### src/rtl/hcd_pkg.sv
// Shared types, constants and helper functions of the chunked response deframer.
// Used by the channel interfaces, the parse step and the top level; depends on nothing.
package hcd_pkg;

  // Width of the chunk size counter.
  localparam int SIZE_BITS = 32;

  localparam logic [7:0] CH_LF = 8'h0a;
  localparam logic [7:0] CH_CR = 8'h0d;

  // Configuration register indexes.
  localparam logic CFG_CHUNKED_MODE = 1'b0;
  localparam logic CFG_HEADERS_ONLY = 1'b1;

  typedef enum logic [1:0] {
    KIND_HEADER = 2'd0,
    KIND_BODY   = 2'd1,
    KIND_END    = 2'd2
  } kind_t;

  typedef enum logic [5:0] {
    PH_HEADER = 6'b000001,
    PH_RAW    = 6'b000010,
    PH_SIZE   = 6'b000100,
    PH_DATA   = 6'b001000,
    PH_TRAIL  = 6'b010000,
    PH_DONE   = 6'b100000
  } phase_t;

  typedef struct packed {
    phase_t               phase;
    logic [7:0]           older_byte;
    logic [7:0]           previous_byte;
    logic [SIZE_BITS-1:0] chunk_remaining;
    logic                 final_chunk_seen;
    logic                 overflow_flag;
  } state_t;

  localparam state_t STATE_RESET = '{
    phase:            PH_HEADER,
    older_byte:       8'h00,
    previous_byte:    8'h00,
    chunk_remaining:  {SIZE_BITS{1'b0}},
    final_chunk_seen: 1'b0,
    overflow_flag:    1'b0
  };

  typedef struct packed {
    logic [7:0] out_byte;
    kind_t      kind;
    logic       header_end;
    logic       size_overflow;
  } result_t;

  typedef struct packed {
    logic chunked_mode;
    logic headers_only;
  } cfg_t;

  // Returns {is_hex, digit value}.
  function automatic logic [4:0] hex_digit(input logic [7:0] c);
    logic [4:0] res;
    res = 5'h00;
    case (c) inside
      [8'h30:8'h39]: res = {1'b1, c[3:0]};
      [8'h41:8'h46], [8'h61:8'h66]: res = {1'b1, c[3:0] + 4'd9};
      default: res = 5'h00;
    endcase
    return res;
  endfunction

endpackage

### src/rtl/hcd_channels.sv
// Valid/ready channel interfaces for the deframer's byte input and result output.
// Depends on hcd_pkg for the result kind type.
interface hcd_in_if;
  logic       valid;
  logic       ready;
  logic [7:0] rx_byte;
  logic       new_message;

  modport source (output valid, output rx_byte, output new_message, input ready);
  modport sink (input valid, input rx_byte, input new_message, output ready);
endinterface

interface hcd_out_if;
  logic          valid;
  logic          ready;
  logic [7:0]    out_byte;
  hcd_pkg::kind_t kind;
  logic          header_end;
  logic          size_overflow;

  modport source (output valid, output out_byte, output kind, output header_end,
                  output size_overflow, input ready);
  modport sink (input valid, input out_byte, input kind, input header_end,
                input size_overflow, output ready);
endinterface

### src/rtl/hcd_step.sv
// One parse step: next parser state and the optional result for one received byte.
// Purely combinational; depends on hcd_pkg.
module hcd_step (
  input  hcd_pkg::state_t  cur,
  input  hcd_pkg::cfg_t    cfg,
  input  logic [7:0]       rx_byte,
  input  logic             new_message,
  output hcd_pkg::state_t  nxt,
  output hcd_pkg::result_t res,
  output logic             emit
);

  hcd_pkg::state_t st;
  logic            hdr_end;
  logic [4:0]      hex;

  assign st  = new_message ? hcd_pkg::STATE_RESET : cur;
  assign hex = hcd_pkg::hex_digit(rx_byte);
  assign hdr_end = (st.previous_byte == hcd_pkg::CH_LF && rx_byte == hcd_pkg::CH_LF) ||
                   (st.older_byte == hcd_pkg::CH_LF && st.previous_byte == hcd_pkg::CH_CR &&
                    rx_byte == hcd_pkg::CH_LF);

  always_comb begin
    nxt  = st;
    emit = 1'b0;
    res  = '{out_byte: rx_byte, kind: hcd_pkg::KIND_HEADER, header_end: 1'b0,
             size_overflow: 1'b0};
    unique case (st.phase)
      hcd_pkg::PH_HEADER: begin
        emit           = 1'b1;
        res.header_end = hdr_end;
        if (hdr_end) begin
          if (cfg.headers_only) begin
            nxt.phase = hcd_pkg::PH_DONE;
          end else if (cfg.chunked_mode) begin
            nxt.phase           = hcd_pkg::PH_SIZE;
            nxt.chunk_remaining = '0;
            nxt.overflow_flag   = 1'b0;
          end else begin
            nxt.phase = hcd_pkg::PH_RAW;
          end
        end else begin
          nxt.older_byte    = st.previous_byte;
          nxt.previous_byte = rx_byte;
        end
      end
      hcd_pkg::PH_RAW: begin
        emit     = 1'b1;
        res.kind = hcd_pkg::KIND_BODY;
      end
      hcd_pkg::PH_SIZE: begin
        if (hex[4]) begin
          // Any nonzero bit in the top digit is shifted out by this digit.
          if (st.chunk_remaining[hcd_pkg::SIZE_BITS-1 -: 4] != 4'h0) begin
            nxt.overflow_flag = 1'b1;
          end
          nxt.chunk_remaining = {st.chunk_remaining[hcd_pkg::SIZE_BITS-5:0], hex[3:0]};
        end else if (rx_byte == hcd_pkg::CH_LF) begin
          if (st.chunk_remaining == '0) begin
            nxt.final_chunk_seen = 1'b1;
            nxt.phase            = hcd_pkg::PH_TRAIL;
          end else begin
            nxt.phase = hcd_pkg::PH_DATA;
          end
        end
      end
      hcd_pkg::PH_DATA: begin
        emit                = 1'b1;
        res.kind            = hcd_pkg::KIND_BODY;
        res.size_overflow   = st.overflow_flag;
        nxt.chunk_remaining = st.chunk_remaining - 1'b1;
        if (st.chunk_remaining == {{(hcd_pkg::SIZE_BITS-1){1'b0}}, 1'b1}) begin
          nxt.phase = hcd_pkg::PH_TRAIL;
        end
      end
      hcd_pkg::PH_TRAIL: begin
        if (rx_byte == hcd_pkg::CH_LF) begin
          if (st.final_chunk_seen) begin
            nxt.phase         = hcd_pkg::PH_DONE;
            emit              = 1'b1;
            res.out_byte      = hcd_pkg::CH_LF;
            res.kind          = hcd_pkg::KIND_END;
            res.size_overflow = st.overflow_flag;
          end else begin
            nxt.phase           = hcd_pkg::PH_SIZE;
            nxt.chunk_remaining = '0;
            nxt.overflow_flag   = 1'b0;
          end
        end
      end
      default: begin
        // Finished: bytes are dropped until the next message starts.
        nxt = st;
      end
    endcase
  end

endmodule

### src/rtl/http_response_chunked_deframer.sv
// Top level of the HTTP response deframer with chunked transfer decoding.
// Depends on hcd_pkg, the channel interfaces and hcd_step.
//
// Usage:
//   in_chan carries one received response byte per item, with new_message set on
//   the first byte of each response. out_chan carries forwarded header bytes,
//   body bytes and the end marker of a chunked body; bytes of chunk size lines,
//   chunk trailers and anything after the end produce no item.
//   cfg_we/cfg_index/cfg_wdata write chunked_mode (index 0) and headers_only
//   (index 1); write them only while no item is in flight.
// Timing:
//   An accepted item lands in an input register and is parsed from there by hcd_step;
//   its result, if any, is written to the output register, from which out_chan takes it.
//   One item can be accepted every cycle while out_chan is not stalled; the parser state
//   update is combinational logic in hcd_step.
// Reset and stalls:
//   Reset empties both registers, clears the configuration and puts the parser
//   in header phase. While out_chan is stalled the output register holds its item
//   and the input register absorbs one more byte before in_chan.ready drops.
module http_response_chunked_deframer (
  input  logic              clk,
  input  logic              rst_n,
  hcd_in_if.sink            in_chan,
  hcd_out_if.source         out_chan,
  input  logic              cfg_we,
  input  logic              cfg_index,
  input  logic              cfg_wdata
);

  hcd_pkg::cfg_t    cfg_r;
  hcd_pkg::state_t  state_r;
  hcd_pkg::state_t  state_nxt;
  hcd_pkg::result_t out_r;
  hcd_pkg::result_t res;
  logic             emit;
  logic             in_v_r;
  logic [7:0]       in_byte_r;
  logic             in_new_r;
  logic             out_v_r;
  logic             advance;

  assign advance       = in_v_r && (!out_v_r || out_chan.ready);
  assign in_chan.ready = !in_v_r || advance;

  hcd_step u_step (
    .cur         (state_r),
    .cfg         (cfg_r),
    .rx_byte     (in_byte_r),
    .new_message (in_new_r),
    .nxt         (state_nxt),
    .res         (res),
    .emit        (emit)
  );

  always_ff @(posedge clk) begin
    if (!rst_n) begin
      cfg_r <= '0;
    end else if (cfg_we) begin
      if (cfg_index == hcd_pkg::CFG_CHUNKED_MODE) begin
        cfg_r.chunked_mode <= cfg_wdata;
      end else begin
        cfg_r.headers_only <= cfg_wdata;
      end
    end
  end

  always_ff @(posedge clk) begin
    if (!rst_n) begin
      in_v_r  <= 1'b0;
      out_v_r <= 1'b0;
      state_r <= hcd_pkg::STATE_RESET;
    end else begin
      if (in_chan.ready) begin
        in_v_r <= in_chan.valid;
      end
      if (advance) begin
        state_r <= state_nxt;
        out_v_r <= emit;
      end else if (out_chan.ready) begin
        out_v_r <= 1'b0;
      end
    end
  end

  always_ff @(posedge clk) begin
    if (in_chan.ready && in_chan.valid) begin
      in_byte_r <= in_chan.rx_byte;
      in_new_r  <= in_chan.new_message;
    end
    if (advance && emit) begin
      out_r <= res;
    end
  end

  assign out_chan.valid         = out_v_r;
  assign out_chan.out_byte      = out_r.out_byte;
  assign out_chan.kind          = out_r.kind;
  assign out_chan.header_end    = out_r.header_end;
  assign out_chan.size_overflow = out_r.size_overflow;

endmodule
### src/flat_wrapper.sv
// flat-port wrapper written by rule: the top's interface ports become plain ports
module http_response_chunked_deframer_flat 
  (clk, rst_n, cfg_we, cfg_index, cfg_wdata, in_chan_valid, in_chan_rx_byte, in_chan_new_message, in_chan_ready, out_chan_valid, out_chan_out_byte, out_chan_kind, out_chan_header_end, out_chan_size_overflow, out_chan_ready);
  hcd_in_if in_chan_i ();
  hcd_out_if out_chan_i ();
  input  logic clk;
  input  logic rst_n;
  input  logic cfg_we;
  input  logic cfg_index;
  input  logic cfg_wdata;
  input wire logic [$bits(in_chan_i.valid)-1:0] in_chan_valid;
  input wire logic [$bits(in_chan_i.rx_byte)-1:0] in_chan_rx_byte;
  input wire logic [$bits(in_chan_i.new_message)-1:0] in_chan_new_message;
  output wire logic [$bits(in_chan_i.ready)-1:0] in_chan_ready;
  output wire logic [$bits(out_chan_i.valid)-1:0] out_chan_valid;
  output wire logic [$bits(out_chan_i.out_byte)-1:0] out_chan_out_byte;
  output wire logic [$bits(out_chan_i.kind)-1:0] out_chan_kind;
  output wire logic [$bits(out_chan_i.header_end)-1:0] out_chan_header_end;
  output wire logic [$bits(out_chan_i.size_overflow)-1:0] out_chan_size_overflow;
  input wire logic [$bits(out_chan_i.ready)-1:0] out_chan_ready;
  assign in_chan_i.valid = in_chan_valid;
  assign in_chan_i.rx_byte = in_chan_rx_byte;
  assign in_chan_i.new_message = in_chan_new_message;
  assign in_chan_ready = in_chan_i.ready;
  assign out_chan_valid = out_chan_i.valid;
  assign out_chan_out_byte = out_chan_i.out_byte;
  assign out_chan_kind = out_chan_i.kind;
  assign out_chan_header_end = out_chan_i.header_end;
  assign out_chan_size_overflow = out_chan_i.size_overflow;
  assign out_chan_i.ready = out_chan_ready;
  http_response_chunked_deframer u_core (.clk(clk), .rst_n(rst_n), .in_chan(in_chan_i), .out_chan(out_chan_i), .cfg_we(cfg_we), .cfg_index(cfg_index), .cfg_wdata(cfg_wdata));
endmodule
### config.mk
export PLATFORM = sky130hd
export DESIGN_NAME = http_response_chunked_deframer_flat
export DESIGN_NICKNAME = d
export VERILOG_FILES = /design/src/rtl/hcd_pkg.sv /design/src/rtl/hcd_channels.sv /design/src/rtl/hcd_step.sv /design/src/rtl/http_response_chunked_deframer.sv /design/src/flat_wrapper.sv
export SDC_FILE = /design/constraint.sdc
export NUM_CORES = 1
export LEC_CHECK = 0
export BUFFER_PORTS_ARGS = -buffer_cell sky130_fd_sc_hd__buf_2
export CAP_MARGIN = 20
export CORE_MARGIN = 2
export CORE_UTILIZATION = 55
export DETAILED_ROUTE_END_ITERATION = 12
export PLACE_DENSITY_LB_ADDON = 0.3
export SETUP_SLACK_MARGIN = 0.02
export SLEW_MARGIN = 20
export SYNTH_ARGS = -nofsm -noshare
export SYNTH_HDL_FRONTEND = slang
export SYNTH_SLANG_ARGS = --single-unit
### constraint.sdc
create_clock -name clk -period 3.42 [get_ports clk]
set_input_delay 0.513 -clock clk [delete_from_list [all_inputs] [get_ports clk]]
set_output_delay 0.513 -clock clk [all_outputs]
set_load 0.02 [all_outputs]
# --- Yosys cells after proc, flatten, opt, wreduce, memory -nomap -nowiden ---
# Index checks and enable logic that the tools add are counted.
word_totals:
  wordCells: 102
  inputBits: 16
  output_inout_bits: 14
  register_bits: 81
op_classes:
  order_cmp: 6
  eq_ne: 10
  addsub: 2
  bitwise: 1
  reduce_logical: 22
  n_mux: 45
ops:
  columns: ["cell", "n"]
  rows:
  - ["two-way mux 32 bit", 6]
  - ["one-hot mux 32 bit (4 select lines)", 1]
  - ["two-way mux 56 bit", 1]
  - ["two-way mux 6 bit", 7]
  - ["equality test 32 x 1 -> 1 bit (second input constant)", 1]
  - ["equality test 8 x 4 -> 1 bit (second input constant)", 4]
  - ["logical NOT 32 bit", 1]
  - ["two-way mux 16 bit", 2]
  - ["subtractor 32 x 1 -> 32 bit (second input constant)", 1]
  - ["one-hot mux 6 bit (4 select lines)", 1]
  - ["two-way mux 10 bit", 2]
  - ["greater-or-equal comparator 8 x 7 -> 1 bit (second input constant)", 2]
  - ["<= comparator 8 x 7 -> 1 bit (second input constant)", 2]
  - ["two-way mux 1 bit", 16]
  - ["two-way mux 5 bit", 3]
  - ["logical AND 1 bit", 9]
  - ["greater-or-equal comparator 8 x 6 -> 1 bit (second input constant)", 1]
  - ["<= comparator 8 x 6 -> 1 bit (second input constant)", 1]
  - ["two-way mux 8 bit", 1]
  - ["equality test 6 x 1 -> 1 bit (second input constant)", 1]
  - ["equality test 6 x 2 -> 1 bit (second input constant)", 1]
  - ["equality test 6 x 3 -> 1 bit (second input constant)", 1]
  - ["equality test 6 x 4 -> 1 bit (second input constant)", 1]
  - ["equality test 6 x 5 -> 1 bit (second input constant)", 1]
  - ["13 further kinds", 19]

# --- Logic depth before layout (Yosys ltp) ---
# Gate-level depths: netlist of run 1.
depth:
  word_depth: 7
  mapped_depth: 11
  depth_no_buf: 9

# --- Cells and area by module ---
# From an unflattened synthesis of run 1, not the netlist that was laid out.
hier_totals:
  cells_unflattened: 648
  area_unflattened_um2: 5311.3
by_module_without_submodules:
  columns: ["mod", "instances", "cells_each", "area_each_um2"]
  rows:
  - ["http_response_chunked_deframer", 1, 286, 3101.7]
  - ["hcd_step", 1, 362, 2209.6]

# --- Least setup slack after synthesis of run 1 ---
# OpenSTA, ideal clock, no wires.
synth_path:
  path_kind: "reg2reg"
  start: "register u_core.state_r[55] (netlist name)"
  end: "register u_core.out_r, in the netlist u_core.out_chan.header_end (enable)"
  path_stages_with_launch: 8
  synth_period_minus_slack_ps: 2758
  setup_time_ps: 387
  setup_slack_ps: 662
  n_path_buf: 3
  t_required_ps: 3033
  t_arrival_ps: 2372
  path_cell_list: "dfxtp_1 -> or4_1 -> buf_2 -> or2_1 -> buf_2 -> clkbuf_1 -> and3_1 -> a21oi_1"
synth_via:
  elab_chain_cells: 5
synth_rtl:
  columns: ["item", "line_no", "rtl"]
  rows:
  - ["start, declared", "http_response_chunked_deframer.sv:31", "hcd_pkg::state_t state_r;"]
  - ["start signal, assigned", "http_response_chunked_deframer.sv:71", "state_r <= hcd_pkg::STATE_RESET;"]
  - ["start signal, assigned", "http_response_chunked_deframer.sv:77", "state_r <= state_nxt;"]
  - ["two-way mux 56 bit (*)", "hcd_step.sv:17", "assign st = new_message ? hcd_pkg::STATE_RESET : cur;"]
  - ["equality test 6 x 4 -> 1 bit (tied with other cells)", "hcd_step.sv:28", "unique case (st.phase)"]
  - ["OR reduction 3 bit (no source line)", null, null]
  - ["one-hot mux 1 bit (2 select lines) (*)", "hcd_step.sv:28", null]
  - ["logical AND 1 bit (*)", "http_response_chunked_deframer.sv:90", "if (advance && emit) begin"]
  - ["end signal, assigned", "http_response_chunked_deframer.sv:91", "out_r <= res;"]
  - ["end, declared", "http_response_chunked_deframer.sv:33", "hcd_pkg::result_t out_r;"]
# Mark *: on every way between the ends. The rest lies on a longest branch, timed or not.
# A chain may end at the register's enable or synchronous reset.

# --- Worst setup path after layout of run 1 ---
layout_path:
  start: "register u_core.in_byte_r[0]"
  end: "register u_core.state_r[27] (netlist name)"
layout_via:
  elab_chain_cells: 7
layout_rtl:
  columns: ["item", "line_no", "rtl"]
  rows:
  - ["start, declared", "http_response_chunked_deframer.sv:37", "logic [7:0] in_byte_r;"]
  - ["start signal, assigned", "http_response_chunked_deframer.sv:87", "in_byte_r <= in_chan.rx_byte;"]
  - ["greater-or-equal comparator 8 x 7 -> 1 bit (implied by the code) or <= comparator 8 x 7 -> 1 bit (tied branches)", "hcd_step.sv:18", "assign hex = hcd_pkg::hex_digit(rx_byte);"]
  - ["logical AND 1 bit (implied by the code)", "hcd_step.sv:18", null]
  - ["OR reduction 2 bit", "hcd_pkg.sv:64", "case (c) inside"]
  - ["two-way mux 5 bit (2 in series)", "hcd_pkg.sv:64", null]
  - ["two-way mux 32 bit", "hcd_step.sv:52", "if (hex[4]) begin"]
  - ["one-hot mux 32 bit (4 select lines) (*)", "hcd_step.sv:28", null]
# Marked as above.

==> flow_summary.yaml, run 1 <==
finish:
  layout_common_cells: "71 x a21oi_1, 67 x nand2_1, 60 x dfxtp_1"
  layout-drive-gt1-share: 0.130
  final_util: 0.617
  area_growth_pct: 8.06
  antenna_cells: 0
  final_common_cell: "a21oi_1"
  nets: 649
power_and_ir_drop:
  power_mw: 2.17
  power.share.combinational: 0.161
  switching_share: 0.325
  p_int_mw: 1.46
  power_density_nw_per_um2: 399
  seq_power_share: 0.488
  power_switching_mw: 0.704
  power_leakage_nw: 1.88
  irDropWorstVdd_uv: 266
  pwr-share-clk: 0.351
global_route:
  grt.total_usage: 0.326
  grt_remaining_overflow: 0
  grt_max_degree: 44
  antenna_found_initial: 0
  grt_pass1_vias: 4782
  grt_pass1_wl_um: 25400
sta:
  rsz0062_at_grt: "no"
  finClkSkew_ns: 0.0143
  finalHoldViolations: 0
  slew_viol_final: 0
  finalCriticalPeriod_ns: 3.11
  slew_headroom: 0.307
  tightest_slew_ns: 1.04
  fin_crit_sh: 0.910
  finalSetupTns_ns: 0
  setup_viol: 0
  fmax_mhz: 321
hold_path:
  hold_class: "primary input to register"
  worstHoldPathCells: 1
placement:
  gp_congestion: 0.991
  dp_hpwl_um: 11000
  io_buffers: 29
floorplan:
  rows: 34
  die_h_um: 99.6
  core-area_um2: 8810
  die_area_um2: 9930
  io_pins: 30
  die_w_um: 99.6
  initial_utilization: 0.571
yosys:
  synth.distinct_cells: 81
  synth.avg_cell_area_um2: 8.09
  ys_top_cells_by_area: "dfxtp_1 24%, edfxtp_1 13%, a21oi_1 7.1%, nand2_1 5.0%, o21ai_0 3.9%"
  syn_nets: 644
  syn_area_um2: 5030
  netlist_instances: 622
  synthArstFlopShare: 0
  synth-edff-count: 21
  synth-seq-area-share: 0.364
  synth_top_flop_cell: "dfxtp_1"
  yosys_register_bits: 81
  synth_top_area_frac: 0.239
  yosysTopAreaCell: "dfxtp_1"
  yosysWarnings: 0
clock_network:
  clkLatencyLatePin_ns: 0.38
  cts_tree: "yes"
  post_cts_buffers: 0
  cts_sinks: 81
  holdBufCountCts: 0
  clk_pin_slew_ns: 0.10
  numCtsBuffers: 9
  clockBufferDepth: 2
  cts_max_level: 3
  cts_resized: 0
  cts-root-buf: "clkbuf_8"
route:
  vias_per_cell: 7.05
  drc: 0
  finalWirelength_um: 15900
  wire_per_inst_um: 21.5
  ant_nets: 0
  dr.pass1.iters: 6
  dr.first_iter.drc_count: 635
  num_vias: 5216
worst_setup_path:
  crit_type: "register to register"
  start_kind: "register"
  reg2reg_depth: 8
  end_kind: "register"
  arrival_ns: 3.38
  path_max_fanout: 15
  critical_path_required_ns: 3.69
run_status:
  status: "finished clean"
flow_run:
  maxCapViolCount: 0
-- worst paths after layout --
check,slack (ns),end,from
min reg2reg,0.46,u_core.state_r[43],u_core.state_r[43]
max reg2reg,0.31,u_core.state_r[27],u_core.in_byte_r[0]
max,0.31,u_core.state_r[27],u_core.in_byte_r[0]
min,0.31,u_core.in_byte_r[5],in_chan_rx_byte[5]
-- flip-flops by register name, indices dropped and copies added, names as in the netlist, 2 cells and up --
signal	count
u_core.out_chan.out_byte	8
u_core.in_byte_r	8
u_core.state_r	56
u_core.cfg_r	2
u_core.out_chan.kind	2
-- cell usage after synthesis, types with 6 or more instances --
cell,instances
and3_1,7
o22ai_1,10
a22oi_1,7
o21ai_0,39
nor2_1,44
a21o_1,6
inv_1,14
o21a_1,6
a31oi_1,11
nand3_1,28
dfxtp_1,60
clkbuf_1,39
nor2b_1,12
a41oi_1,6
edfxtp_1,21
a21oi_1,71
nor3_1,9
nand2_1,67
a211oi_1,13
nor4_1,15
ha_1,6
-- power groups by stage --
stage | combinational [mW] | clock, mW | sequential (mW)
5_1_grt | 0.374 | 0.789 | 1.06
3_5_place_dp | 0.336 | 0 | 1.08
4_1_cts | 0.338 | 0.761 | 1.05
2_1_floorplan | 0.234 | 0 | 1.07
3_3_place_gp | 0.333 | 0 | 1.07
6_report | 0.349 | 0.760 | 1.06
-- cell families (layout without fill, tap and decap cells) --
logic type,after synthesis,after routing,synth area share
flip-flops,81,81,0.364
XOR/XNOR,5,5,0.00871
adder cells (fa/ha/maj),6,6,0.0149
buffers and inverters,67,77,0.0557
AO/OA/AOI/OAI,235,235,0.316
multiplexers,1,1,0.00199
AND/OR/NAND/NOR,227,227,0.239
-- critical path: stages (launching register included) --
cell and delay, ns:
edfxtp_1 0.48, inv_1 0.18, ha_1 0.22, nor4bb_1 0.29, nand2_1 0.18, a2111oi_2 0.56, o211ai_2 0.46, a221o_1 0.40
a32o_1 0.24
-- layer usage --
layer  part of all wire  vias to the layer above  wire length, um  global-route usage
li1                   -                     2376                -                   -
met1               0.43                     2438             6760               0.468
met2               0.44                      363             6940               0.478
met3               0.11                       39             1790              0.0822
met4              0.025                        0              397               0.106
met5                  0                        -                0                   0
-- per-stage QoR --
step                cells  hold WS (ns)  worst slack (ns)  cell area [um2]
floorplan             622         0.427             0.662             5030
global placement      724         0.437             0.630             5230
detailed placement    724         0.446             0.397             5230
CTS                   740         0.294             0.357             5440
global route          740         0.304            0.0819             5440
finish                740         0.305             0.309             5440
-- cell type report --
| type | instances | area, um2 |
|---|---|---|
| Multi-Input combinational cell | 474 | 2920 |
| Clock buffer | 10 | 149 |
| Fill cell | 789 | 3370 |
| Clock inverter | 6 | 60.1 |
| Tap cell | 108 | 135 |
| Sequential cell | 81 | 1830 |
| Timing Repair Buffer | 46 | 285 |
| Inverter | 15 | 56.3 |
(Power assumes the default switching activity.)
==> run 2: changes to the inputs <==
==> constraint.sdc (replaced) <==
create_clock -name clk -period 3.9 [get_ports clk]
set_input_delay 0.585 -clock clk [delete_from_list [all_inputs] [get_ports clk]]
set_output_delay 0.585 -clock clk [all_outputs]
set_load 0.02 [all_outputs]
==> run 2 against run 1 <==
Final cell count fell by 0.14%. First-iteration DRC count grew 25%. Flip-flop and latch count stayed put. Die area unchanged. Highest routed layer unchanged. Worst setup slack better by 0.43 ns. Critical path depth unchanged. Sequential power decreased by 13%. Largest power group unchanged. Design area fell by 0.48%.
==> flow_summary.yaml, run 2 (synthesized netlist as in run 1, its figures left out) <==
run_status:
  status: "finished clean"
finish:
  final_common_cell: "a21oi_1"
  largest_reg_flops: 56
  nets: 648
  area_growth_pct: 7.54
  fin_area_um2: 5410
  largest-register: "u_core.state_r"
  final_util: 0.614
  layout_common_cells: "71 x a21oi_1, 67 x nand2_1, 60 x dfxtp_1"
  fillCellCount: 781
  antenna_cells: 0
  layout-drive-gt1-share: 0.128
sta:
  finalCriticalPeriod_ns: 3.16
  tightest_slew_ns: 0.978
  finalHoldViolations: 0
  fin_crit_sh: 0.809
  finClkSkew_ns: 0.0183
  rsz0062_at_grt: "no"
  slew_viol_final: 0
  setup_viol: 0
  fmax_mhz: 317
  finalSetupTns_ns: 0
  hold_ws_ns: 0.375
  slew_headroom: 0.348
route:
  dr.pass1.iters: 5
  drc: 0
  num_vias: 5244
  finalWirelength_um: 15500
  ant_nets: 0
  wire_per_inst_um: 21.0
  dr.first_iter.drc_count: 794
  vias_per_cell: 7.10
global_route:
  grt_max_degree: 48
  top_usage_layer: "met2"
  grt_pass1_wl_um: 24800
  grt_util_met1: 0.442
  grt_pass1_vias: 4695
  use_met3: 0.0900
  grt.total_usage: 0.314
  met2_usage: 0.460
  grt_remaining_overflow: 0
  antenna_found_initial: 0
worst_setup_path:
  arrival_ns: 3.43
  crit_type: "register to register"
  start_kind: "register"
  critical_path_required_ns: 4.17
  rrSetupSlack_ns: 0.74
  reg2reg_to: "u_core.state_r[27]"
  path_max_fanout: 15
  reg2reg_depth: 8
  end_kind: "register"
  r2r_start: "u_core.in_byte_r[0]"
flow_run:
  maxCapViolCount: 0
floorplan:
  initial_utilization: 0.571
  core-area_um2: 8810
  rows: 34
  io_pins: 30
  die_w_um: 99.6
  die_area_um2: 9930
  die_h_um: 99.6
clock_network:
  clk_pin_slew_ns: 0.10
  cts-root-buf: "clkbuf_8"
  cts_tree: "yes"
  cts_max_level: 3
  cts_sinks: 81
  clkLatencyLatePin_ns: 0.38
  numCtsBuffers: 9
  cts_resized: 0
  post_cts_buffers: 0
  holdBufCountCts: 0
  clockBufferDepth: 2
power_and_ir_drop:
  power_leakage_nw: 1.87
  power_mw: 1.88
  irDropWorstVdd_uv: 201
  power_density_nw_per_um2: 347
placement:
  placed_area_um2: 5210
  io_buffers: 29
  gp_congestion: 1.02
  dp_hpwl_um: 10700
hold_path:
  hold_end: "u_core.in_byte_r[6]"
  hold_class: "primary input to register"
  worstHoldPathCells: 1
  min-delay-start: "in_chan_rx_byte[6]"
run 2: cell types whose count changed in the layout (fill, tap and decap cells not counted):
cell,previous run,this run
clkbuf_16,1,0
inv_6,3,1
inv_8,3,4
clkinv_8,0,1
clkinv_4,0,1
buf_12,1,0
run 2: routing by layer:
layer	routed length [um]	vias to the layer above
met5	0	-
met4	468	0
met3	1870	55
met2	6690	362
met1	6460	2451
li1	-	2376
run 2: worst max-delay path by stage:
stage                        startpoint                          to  slack (ns)  depth (start not counted)
floorplan            u_core.state_r[55]  u_core.out_chan.header_end        1.14                          7
global placement    u_core.in_byte_r[0]          u_core.state_r[27]        0.96                          8
detailed placement  u_core.in_byte_r[0]          u_core.state_r[27]        0.87                          8
CTS                 u_core.in_byte_r[0]          u_core.state_r[27]        0.86                          8
global route        u_core.in_byte_r[0]          u_core.state_r[27]        0.51                          8
finish              u_core.in_byte_r[0]          u_core.state_r[27]        0.74                          8
run 2: power breakdown:
group	internal, mW	total, mW	switching (mW)
sequential	0.892	0.927	0.0355
clock	0.258	0.647	0.389
combinational	0.0978	0.303	0.205
run 2: cell type report:
type | count | area [um2] | share of cell area
Multi-Input combinational cell | 474 | 2920 | 0.539
Sequential cell | 81 | 1830 | 0.339
Timing Repair Buffer | 45 | 265 | 0.0490
Tap cell | 108 | 135 | 0.0250
Clock buffer | 9 | 124 | 0.0229
Clock inverter | 7 | 78.8 | 0.0146
Inverter | 15 | 56.3 | 0.0104
run 2: worst max-delay path: stages (launching register included):
cell	delay, ns
edfxtp_1	0.52
inv_1	0.20
ha_1	0.23
nor4bb_1	0.31
nand2_1	0.16
a2111oi_2	0.50
o211ai_2	0.46
a221o_1	0.43
a32o_1	0.24
run 2: metrics by stage:
step | std cells | setup WS, ns
2_1_floorplan | 622 | 1.14
3_3_place_gp | 723 | 0.961
3_5_place_dp | 723 | 0.867
4_1_cts | 739 | 0.855
5_1_grt | 739 | 0.508
6_report | 739 | 0.744
==> run 3: changes to the inputs <==
==> constraint.sdc (replaced) <==
create_clock -name clk -period 2.7 [get_ports clk]
set_input_delay 0.405 -clock clk [delete_from_list [all_inputs] [get_ports clk]]
set_output_delay 0.405 -clock clk [all_outputs]
set_load 0.02 [all_outputs]
==> run 3 against run 2 <==
Total power up 46%. Non-clock buffer count up 35. Clock skew down 0.0077 ns. Critical path depth up 1. Register-to-register slack worse by 0.58 ns. Final cell count up 4.7%. Sequential share of layout area down 2.3 points. Via count up 3.5%. First-iteration DRC count down 19%. Utilization up 4.5 points. Worst setup slack worse by 0.58 ns.
==> flow_summary.yaml, run 3 (synthesized netlist as in run 1, its figures left out) <==
worst_setup_path:
  critPathSlowestCell: "edfxtp_1"
  start_kind: "register"
  cp_slowest_stage_delay_ns: 0.42
  crit_type: "register to register"
  crit_chain: "inv_2, ha_1, nor4bb_2, nand2_1, a2111oi_4, buf_4, o211ai_4, a221o_1, a32o_1"
  arrival_ns: 2.80
  rrSetupSlack_ns: 0.16
  path_buf_inv: 2
  path_max_fanout: 10
  end_kind: "register"
  cpLargestDelayFamily: "compound AO/OA/AOI/OAI gates"
  critical_path_required_ns: 2.96
route:
  vias_per_cell: 7.01
  wire_per_inst_um: 21.1
  wl_met2_um: 7180
  wl_met3_um: 1850
  num_vias: 5428
  drc: 0
  ant_nets: 0
  top_layer_used: "met4"
  dr.first_iter.drc_count: 642
  met1_length_um: 6950
  finalWirelength_um: 16300
  dr.pass1.iters: 5
power_and_ir_drop:
  power_density_nw_per_um2: 471
  power_leakage_nw: 2.06
  irDropWorstVdd_uv: 389
placement:
  dp.cells: 758
  dp_hpwl_um: 11700
  gp_congestion: 0.968
  dp_slack_ns: 0.0339
  io_buffers: 29
floorplan:
  die_h_um: 99.6
  core-area_um2: 8810
  die_w_um: 99.6
  rows: 34
  io_pins: 30
  die_area_um2: 9930
  initial_utilization: 0.571
clock_network:
  cts_sinks: 81
  clk_pin_slew_ns: 0.09
  cts_max_level: 3
  clockBufferDepth: 2
  numCtsBuffers: 9
  cts-root-buf: "clkbuf_8"
  post_cts_buffers: 0
  clkLatencyLatePin_ns: 0.37
  cts_tree: "yes"
global_route:
  grt_max_degree: 38
  grt_pass1_wl_um: 26400
  antenna_found_initial: 0
  grt_remaining_overflow: 0
  grt.total_usage: 0.335
  grt_pass1_vias: 5015
flow_run:
  maxCapViolCount: 0
finish:
  fin_cells: 774
  antenna_cells: 0
  final_util: 0.659
  largest_reg_flops: 56
  area_growth_pct: 15.4
  final_common_cell: "a21oi_1"
  largest-register: "u_core.state_r"
  nets: 683
  layout_common_cells: "70 x a21oi_1, 67 x nand2_1, 60 x dfxtp_1"
  layout-drive-gt1-share: 0.189
sta:
  setup_viol: 0
  slew_viol_final: 0
  tightest_slew_ns: 0.755
  fmax_mhz: 394
  worst_slack_ns: 0.160
  fin_crit_sh: 0.941
  slew_headroom: 0.495
  finalSetupTns_ns: 0
  rsz0062_at_grt: "no"
  finalCriticalPeriod_ns: 2.54
  finalHoldViolations: 0
  finClkSkew_ns: 0.0106
hold_path:
  hold_class: "primary input to register"
run_status:
  status: "finished clean"
-- run 3: per-layer routing --
layer  GRT usage  vias up
met3      0.0752       41
met5           0        -
met1       0.488     2588
met4       0.113        0
li1            -     2451
met2       0.490      348
-- run 3: power breakdown --
group          internal [mW]  switching (mW)
logic                  0.182           0.321
registers               1.29          0.0421
clock network          0.364           0.534
total                   1.83           0.897
-- run 3: final timing paths --
path	end	from	cells past startpoint
worst min register to register	u_core.state_r[43]	u_core.state_r[43]	2
worst max register to register	u_core.state_r[27]	u_core.in_byte_r[0]	9
worst min-delay path	u_core.in_byte_r[6]	in_chan_rx_byte[6]	1
worst max-delay path	u_core.state_r[27]	u_core.in_byte_r[0]	9
-- run 3: cell type report --
class / count / area, um2
multi-input combinational: 474 / 3000
inverter: 15 / 57.6
clock buffer: 9 / 124
sequential: 81 / 1830
tap: 108 / 135
clock inverter: 7 / 66.3
timing repair buffer: 80 / 591
fill: 750 / 3000
-- run 3: stage by stage --
stage / hold slack (ns) / power, mW / instance area, um2
2_1_floorplan: 0.427 / 1.65 / 5030
3_3_place_gp: 0.438 / 1.82 / 5540
3_5_place_dp: 0.442 / 1.83 / 5540
4_1_cts: 0.205 / 2.71 / 5730
5_1_grt: 0.205 / 2.83 / 5810
6_report: 0.210 / 2.73 / 5810
-- run 3: timing repair --
action                                  CTS  global route
endpoints found under the setup margin    1            24
pin swaps                                 1             2
endpoints found under the hold margin     0             0
resized for setup                         0            13
hold buffers                              0             0
